File: config.mk
export PLATFORM = sky130hd
export DESIGN_NAME = line_input_editor
export DESIGN_NICKNAME = d
export VERILOG_FILES = /design/src/rtl/core/lie_pkg.sv /design/src/rtl/core/line_input_editor.sv /design/src/rtl/core/lie_front.sv /design/src/rtl/core/lie_back.sv
export SDC_FILE = /design/constraint.sdc
export NUM_CORES = 1
export LEC_CHECK = 0
export BUFFER_PORTS_ARGS = -buffer_cell sky130_fd_sc_hd__clkbuf_2
export CAP_MARGIN = 25
export CORE_ASPECT_RATIO = 0.75
export CORE_MARGIN = 2
export CORE_UTILIZATION = 67
export CTS_BUF_LIST = sky130_fd_sc_hd__clkbuf_16
export DETAILED_ROUTE_END_ITERATION = 10
export GPL_ROUTABILITY_DRIVEN = 0
export GPL_TIMING_DRIVEN = 0
export PLACE_DENSITY = 0.84
export SYNTH_ARGS = -nofsm -noshare
export SYNTH_HDL_FRONTEND = slang
export SYNTH_SLANG_ARGS = --single-unit
export TNS_END_PERCENT = 5
File: constraint.sdc
create_clock -name clk -period 4.8 [get_ports clk]
set_input_delay 0.24 -clock clk [delete_from_list [all_inputs] [get_ports clk]]
set_output_delay 0.24 -clock clk [all_outputs]
set_load 0.02 [all_outputs]
File: src/rtl/core/lie_pkg.sv
// Shared types and constants of the line input editor.
`timescale 1ns / 1ps

package lie_pkg;

    localparam int LEN_W     = 7;   // line length field, holds 0..64
    localparam int CHAR_W    = 8;
    localparam int CMDQ_DEPTH = 4;  // command queue between front and back
    localparam int CMDQ_AW    = 2;

    localparam logic [CHAR_W-1:0] CH_CR     = 8'd13;
    localparam logic [CHAR_W-1:0] CH_LF     = 8'd10;
    localparam logic [CHAR_W-1:0] CH_BS     = 8'd8;
    localparam logic [CHAR_W-1:0] CH_CTRL_C = 8'd3;
    localparam logic [CHAR_W-1:0] CH_CTRL_D = 8'd4;
    localparam logic [CHAR_W-1:0] CH_CTRL_Z = 8'd26;

    typedef enum logic [1:0] {
        OP_APPEND,
        OP_BACK,
        OP_CLEAR,
        OP_END
    } lie_op_t;

    typedef struct packed {
        lie_op_t            op;
        logic [CHAR_W-1:0]  data;
    } lie_cmd_t;

    // front -> back command channel
    typedef struct packed {
        logic     valid;
        lie_cmd_t cmd;
    } lie_cmdq_t;

    typedef enum logic {
        ST_IDLE,
        ST_EMIT
    } lie_state_t;

endpackage

File: src/rtl/core/line_input_editor.sv
// Top level of the line input editor.
`timescale 1ns / 1ps
//
// Assembles a command line from received bytes (rx_byte, in_valid/in_ready)
// and emits the finished line one character per item on the output channel
// (line_char, is_last, line_empty, line_length, out_valid/out_ready).
// Backspace drops the last stored character, ctrl-C/D/Z discard the line,
// CR or LF ends it. An empty line gives one item with line_empty set.
//
// The front classifies each byte and writes a command into a 4-entry queue;
// the back applies commands to the line store and fill count one per cycle.
// Ordinary bytes therefore flow at one item per cycle. A line end holds the
// back in its emit state (one store read per character, one item for an empty
// line); the queue keeps taking bytes meanwhile until it fills.
// A line end passes the queue, emit state, read stage and output register.
//
// Reset empties the queue, clears the fill count and drops any line being
// emitted. A stalled receiver holds the output register; the read stage
// behind it holds too, and the back stops reading the store until it moves.

module line_input_editor
    import lie_pkg::*;
#(
    parameter int LINE_CAPACITY = 64
)
(
    input  logic              clk,
    input  logic              rst_n,
    input  logic [CHAR_W-1:0] rx_byte,
    input  logic              in_valid,
    output logic              in_ready,
    output logic [CHAR_W-1:0] line_char,
    output logic              is_last,
    output logic              line_empty,
    output logic [LEN_W-1:0]  line_length,
    output logic              out_valid,
    input  logic              out_ready
);

    lie_cmdq_t cmdq;
    logic      cmd_pop;

    lie_front u_front (
        .clk      (clk),
        .rst_n    (rst_n),
        .rx_byte  (rx_byte),
        .in_valid (in_valid),
        .in_ready (in_ready),
        .cmdq     (cmdq),
        .cmd_pop  (cmd_pop)
    );

    lie_back #(
        .LINE_CAPACITY (LINE_CAPACITY)
    ) u_back (
        .clk         (clk),
        .rst_n       (rst_n),
        .cmdq        (cmdq),
        .cmd_pop     (cmd_pop),
        .line_char   (line_char),
        .is_last     (is_last),
        .line_empty  (line_empty),
        .line_length (line_length),
        .out_valid   (out_valid),
        .out_ready   (out_ready)
    );

endmodule

File: src/rtl/core/lie_front.sv
// Front end: classifies received bytes and queues editing commands.
`timescale 1ns / 1ps

module lie_front
    import lie_pkg::*;
(
    input  logic              clk,
    input  logic              rst_n,
    input  logic [CHAR_W-1:0] rx_byte,
    input  logic              in_valid,
    output logic              in_ready,
    output lie_cmdq_t         cmdq,
    input  logic              cmd_pop
);

    lie_cmd_t              q_reg [CMDQ_DEPTH];
    logic [CMDQ_AW-1:0]    wr_ptr_reg, wr_ptr_next;
    logic [CMDQ_AW-1:0]    rd_ptr_reg, rd_ptr_next;
    logic [CMDQ_AW:0]      cnt_reg, cnt_next;
    lie_cmd_t              cls;
    logic                  push;
    logic                  pop;

    always_comb
    begin
        cls.data = rx_byte;
        unique case (rx_byte) inside
            CH_CR, CH_LF:                   cls.op = OP_END;
            CH_BS:                          cls.op = OP_BACK;
            CH_CTRL_C, CH_CTRL_D, CH_CTRL_Z: cls.op = OP_CLEAR;
            default:                        cls.op = OP_APPEND;
        endcase
    end

    assign in_ready   = (cnt_reg != (CMDQ_AW+1)'(CMDQ_DEPTH));
    assign push       = in_valid && in_ready;
    assign cmdq.valid = (cnt_reg != '0);
    assign cmdq.cmd   = q_reg[rd_ptr_reg];
    assign pop        = cmd_pop && cmdq.valid;

    always_comb
    begin
        wr_ptr_next = push ? wr_ptr_reg + 1'b1 : wr_ptr_reg;
        rd_ptr_next = pop  ? rd_ptr_reg + 1'b1 : rd_ptr_reg;
        cnt_next    = cnt_reg + (CMDQ_AW+1)'(push) - (CMDQ_AW+1)'(pop);
    end

    always_ff @(posedge clk or negedge rst_n)
    begin
        if (!rst_n)
        begin
            wr_ptr_reg <= '0;
            rd_ptr_reg <= '0;
            cnt_reg    <= '0;
        end
        else
        begin
            wr_ptr_reg <= wr_ptr_next;
            rd_ptr_reg <= rd_ptr_next;
            cnt_reg    <= cnt_next;
        end
    end

    always_ff @(posedge clk)
    begin
        if (push)
        begin
            q_reg[wr_ptr_reg] <= cls;
        end
    end

endmodule

File: src/rtl/core/lie_back.sv
// Back end: line store, fill count and emission of completed lines.
`timescale 1ns / 1ps

module lie_back
    import lie_pkg::*;
#(
    parameter int LINE_CAPACITY = 64
)
(
    input  logic              clk,
    input  logic              rst_n,
    input  lie_cmdq_t         cmdq,
    output logic              cmd_pop,
    output logic [CHAR_W-1:0] line_char,
    output logic              is_last,
    output logic              line_empty,
    output logic [LEN_W-1:0]  line_length,
    output logic              out_valid,
    input  logic              out_ready
);

    localparam int AW = (LINE_CAPACITY > 1) ? $clog2(LINE_CAPACITY) : 1;
    localparam logic [LEN_W-1:0] CAP = LEN_W'(LINE_CAPACITY);

    logic [CHAR_W-1:0]  mem [LINE_CAPACITY];
    logic [CHAR_W-1:0]  rd_data_reg;

    lie_state_t         state_reg, state_next;
    logic [LEN_W-1:0]   count_reg, count_next;
    logic [LEN_W-1:0]   len_reg, len_next;
    logic [AW-1:0]      idx_reg, idx_next;

    logic               s1_valid_reg, s1_valid_next;
    logic               s1_last_reg, s1_empty_reg;
    logic [LEN_W-1:0]   s1_len_reg;

    logic               out_valid_reg, out_valid_next;
    logic [CHAR_W-1:0]  line_char_reg;
    logic               is_last_reg, line_empty_reg;
    logic [LEN_W-1:0]   line_length_reg;

    logic               s1_move;
    logic               issue;
    logic               issue_last;
    logic               wr_en;
    logic               rd_en;

    assign s1_move    = s1_valid_reg && (!out_valid_reg || out_ready);
    assign issue      = (state_reg == ST_EMIT) && (!s1_valid_reg || s1_move);
    assign issue_last = (len_reg == '0) || (LEN_W'(idx_reg) == len_reg - 1'b1);
    assign rd_en      = issue && (len_reg != '0);
    assign cmd_pop    = (state_reg == ST_IDLE) && cmdq.valid;
    assign wr_en      = cmd_pop && (cmdq.cmd.op == OP_APPEND) && (count_reg < CAP);

    always_comb
    begin
        state_next = state_reg;
        count_next = count_reg;
        len_next   = len_reg;
        idx_next   = idx_reg;
        unique case (state_reg)
            ST_IDLE:
            begin
                if (cmd_pop)
                begin
                    unique case (cmdq.cmd.op)
                        OP_APPEND:
                        begin
                            if (count_reg < CAP)
                            begin
                                count_next = count_reg + 1'b1;
                            end
                        end
                        OP_BACK:
                        begin
                            if (count_reg != '0)
                            begin
                                count_next = count_reg - 1'b1;
                            end
                        end
                        OP_CLEAR:
                        begin
                            count_next = '0;
                        end
                        OP_END:
                        begin
                            len_next   = count_reg;
                            idx_next   = '0;
                            count_next = '0;
                            state_next = ST_EMIT;
                        end
                        default:
                        begin
                            count_next = count_reg;
                        end
                    endcase
                end
            end
            ST_EMIT:
            begin
                if (issue)
                begin
                    idx_next = idx_reg + 1'b1;
                    if (issue_last)
                    begin
                        state_next = ST_IDLE;
                    end
                end
            end
            default:
            begin
                state_next = ST_IDLE;
            end
        endcase
    end

    always_comb
    begin
        s1_valid_next  = issue || (s1_valid_reg && !s1_move);
        out_valid_next = s1_move || (out_valid_reg && !out_ready);
    end

    always_ff @(posedge clk or negedge rst_n)
    begin
        if (!rst_n)
        begin
            state_reg     <= ST_IDLE;
            count_reg     <= '0;
            len_reg       <= '0;
            idx_reg       <= '0;
            s1_valid_reg  <= 1'b0;
            out_valid_reg <= 1'b0;
        end
        else
        begin
            state_reg     <= state_next;
            count_reg     <= count_next;
            len_reg       <= len_next;
            idx_reg       <= idx_next;
            s1_valid_reg  <= s1_valid_next;
            out_valid_reg <= out_valid_next;
        end
    end

    // line store, registered read port
    always_ff @(posedge clk)
    begin
        if (wr_en)
        begin
            mem[count_reg[AW-1:0]] <= cmdq.cmd.data;
        end
        if (rd_en)
        begin
            rd_data_reg <= mem[idx_reg];
        end
    end

    always_ff @(posedge clk)
    begin
        if (issue)
        begin
            s1_last_reg  <= issue_last;
            s1_empty_reg <= (len_reg == '0);
            s1_len_reg   <= len_reg;
        end
        if (s1_move)
        begin
            line_char_reg   <= s1_empty_reg ? '0 : rd_data_reg;
            is_last_reg     <= s1_last_reg;
            line_empty_reg  <= s1_empty_reg;
            line_length_reg <= s1_len_reg;
        end
    end

    assign out_valid   = out_valid_reg;
    assign line_char   = line_char_reg;
    assign is_last     = is_last_reg;
    assign line_empty  = line_empty_reg;
    assign line_length = line_length_reg;

    a_count_in_range: assert property (@(posedge clk) disable iff (!rst_n)
        count_reg <= CAP)
        else $error("fill count above capacity");

    a_empty_is_last: assert property (@(posedge clk) disable iff (!rst_n)
        out_valid && line_empty |-> is_last && (line_length == '0))
        else $error("empty line item not marked last");

    a_no_pop_while_emit: assert property (@(posedge clk) disable iff (!rst_n)
        (state_reg == ST_EMIT) |-> !cmd_pop && !wr_en)
        else $error("command taken during emission");

    a_end_clears: assert property (@(posedge clk) disable iff (!rst_n)
        cmd_pop && (cmdq.cmd.op == OP_END) |=> (count_reg == '0) && (state_reg == ST_EMIT))
        else $error("line end did not clear the fill count");

endmodule

==> run summary <==
Arr. time, crit path - 4.26 ns
ys flop type - edfxtp_1
Residual DRC - 0
CP required - 5.00 ns
drt pass-1 iters - 6
R2R Setup Slk - 0.74 ns
RSZ-0062 raised after global routing - false
Mean Syn Cell Area - 19.79 sq um
status - finished clean
worst-margin pin slew - 1.106 ns
Final Slew Violations - 0
DIE AREA - 37,470 sq um
routed length per instance - 31.89 um
Area growth syn-to-layout - 10.46%
Leakage - 8.433 nW
HP Class - in -> reg
later-pin clock latency in the skew report - 0.58 ns
Worst-path clk slew - 0.06 ns
Synth cell types - 53
largest net degree at the start of global routing - 65
Filler cells - 1,853
overall routing resource usage - 32.17%
Setup-failing EPs final - 0
Top Metal Used - met4
starting DRC count in detailed routing - 1,899
main combinational cell family by area after synthesis - multiplexers
Post-synth EDFFs - 586
first-pass GRT wire length - 84,870 um
Die W - 222.8 um
CTS buffer count - 53
share of layout cells above drive strength 1 - 20.63%
clock buffer depth - 3
Final period util - 84.55%
Finished Layout Cells - 1,822
CTS tree - built
minimum clock period after layout - 4.059 ns
total grt overflow - 0
met2 WL post-DR - 27,310 um
Ports - 31
Largest register FFs - 512
post-CTS setup buffers - 0
total of max-cap violations - 0
CTS resizes - 0
post-synthesis simple-gate area fraction - 5.002%
initial antenna violation count - 0
Total Nets Final - 1,342
worst setup path class - reg -> reg
Die Y - 168.1 um
Peak supply drop - 0.4772 mV
n_diodes - 0
post-route ant nets - 0
highest clock rate - 246.4 MHz
met3 WL - 7994 um
area of the multi-input gates - 5388 sq um
XOR/XNOR Fraction of Synth Area - 0.7279%
Max H-tree Level - 2
R2R cell count - 6
Synth Instances - 1,216
placed cell count - 1,717
setup_tns - 0 ns
Slew headroom - 26.24%
Starting Density - 67.49%
mux contribution to synthesized area - 13.22%
Core ar. - 35,660 sq um
Sequential Area - 18,350 sq um
Post-Syn Area - 24,070 sq um
Synth Area in Adders - 0.6031%
Fin Clk Skew - 0.01516 ns
IO Port Bufs - 30
std cell rows - 60
crit-path max FO - 10
hold path depth - 3
Synth Area in Compound Gates - 2.839%
syn nets - 1,239
Ys Warns - 0
sequential fraction of the synthesis area - 76.24%
CTS Sinks - 616
vias per cell - 7.094
final hold vios - 0
post-DP HPWL - 35,450 um
metal1 wirelength - 20,790 um
cts hold-fix bufs - 10
vias in the first global route - 12,781
Post-synth ARST share - 4.870%
worst r2r src - u_front.rd_ptr_reg[1]$_DFFE_PN0P_
CP Capture Type - flop
Hold EP - u_front.wr_ptr_reg[0]$_DFFE_PN0P_
WL final - 58,110 um
vias - 12,926
Hold Crit Start - in_valid
Power Density - 605.1 nW/um^2
Yosys reg bits - 616
CP Launch Type - flop
root buffer cell - clkbuf_16
RR Endpoint - u_back.mem[15][1]$_DFFE_PP_
==> critical path, stage by stage (launching register included) <==
cell and delay (ns):
dfrtp_1 0.37, clkbuf_1 0.52, mux4_2 0.47, or3_1 0.48
nor4_4 0.28, nand3_1 0.60, nor2_1 0.95
==> metal layers <==
layer  up-vias  GRT usage (%)
met3       152          7.958
li1       5168              -
met4         0          10.36
met5         -              0
met1      6515          46.99
met2      1091          49.28
==> synth_stat cells (4+ instances only) <==
master	count	area (sq um)
buf_1	10	37.54
o41ai_1	4	35.03
clkbuf_1	29	108.9
o211ai_1	4	30.03
xor2_1	8	70.07
or2_2	6	37.54
and3_1	5	31.28
nor2b_1	13	81.33
ha_1	10	125.1
buf_2	15	75.07
nand3_1	24	120.1
edfxtp_1	586	17600
nand2_1	34	127.6
nor3_1	15	75.07
buf_4	6	45.04
nand3b_1	5	37.54
mux2i_1	5	50.05
dfrtp_1	30	750.7
o21ai_0	19	95.09
a22oi_1	4	30.03
nor2_1	102	382.9
a21oi_1	4	20.02
mux4_2	138	3108
o22ai_1	44	275.3
inv_1	17	63.81
xnor2_1	12	105.1
or3_1	8	50.05
nand2b_1	10	62.56
==> per-stage QoR <==
step | instance area (sq um) | hold slack [ns] | util, % | power (mW) | worst slack (ns)
3_3_place_gp | 24800 | 0.3275 | 69.54 | 11.78 | 0.9482
6_report | 26580 | 0.1707 | 74.55 | 16.08 | 0.7414
2_1_floorplan | 24070 | -0.05559 | - | 10.39 | 2.047
3_5_place_dp | 24920 | 0.3315 | 69.88 | 12.11 | 0.8282
5_1_grt | 26580 | 0.2183 | 74.55 | 16.56 | 0.6552
4_1_cts | 26540 | 0.1677 | 74.44 | 15.95 | 0.8154
==> cell type report <==
type / count / share of cell area (%)
Sequential cell: 616 / 69.02
Multi-Input combinational cell: 523 / 20.27
Clock buffer: 53 / 4.989
Tap cell: 465 / 2.189
Timing Repair Buffer: 48 / 1.544
Buffer: 60 / 1.003
Clock inverter: 40 / 0.7484
Inverter: 17 / 0.2400
==> kinds of logic after synthesis <==
kind of cell | count (synthesis)
compound gates | 103
xor+xnor | 20
fa+ha+maj | 11
buf+inv | 77
flops | 616
mux | 145
simple gates | 244
==> worst max path at each step <==
stage                                       from                           to  slack [ns]  depth (start not counted)
2_1_floorplan  u_front.rd_ptr_reg[1]$_DFFE_PN0P_  u_back.mem[38][0]$_DFFE_PP_        2.05                          6
3_3_place_gp   u_front.rd_ptr_reg[1]$_DFFE_PN0P_  u_back.mem[54][4]$_DFFE_PP_        0.95                          6
5_1_grt        u_front.rd_ptr_reg[1]$_DFFE_PN0P_  u_back.mem[15][5]$_DFFE_PP_        0.66                          6
6_report       u_front.rd_ptr_reg[1]$_DFFE_PN0P_  u_back.mem[15][1]$_DFFE_PP_        0.74                          6
4_1_cts        u_front.rd_ptr_reg[1]$_DFFE_PN0P_  u_back.mem[15][1]$_DFFE_PP_        0.82                          6
3_5_place_dp   u_front.rd_ptr_reg[1]$_DFFE_PN0P_  u_back.mem[15][1]$_DFFE_PP_        0.83                          6
==> placed cells by master (no fill, tap or decap), types with 17 or more instances in the layout <==
master and instances:
edfxtp_1 586, nand3_1 24, o22ai_1 44, dfrtp_1 30, nand2_1 34, inv_1 26, nor2_1 102, clkbuf_2 30
clkinv_1 17, clkbuf_1 29, o21ai_0 19, clkbuf_16 53, mux4_2 138
==> power breakdown <==
group	switching [mW]	leakage (nW)	total [mW]	internal [mW]
registers	0.206	5.68	7.44	7.24
clock network	1.85	0.795	3.90	2.05
logic	3.10	1.95	4.74	1.65
total	5.15	8.43	16.1	10.9
No activity file was read; power rests on OpenSTA's default activity.
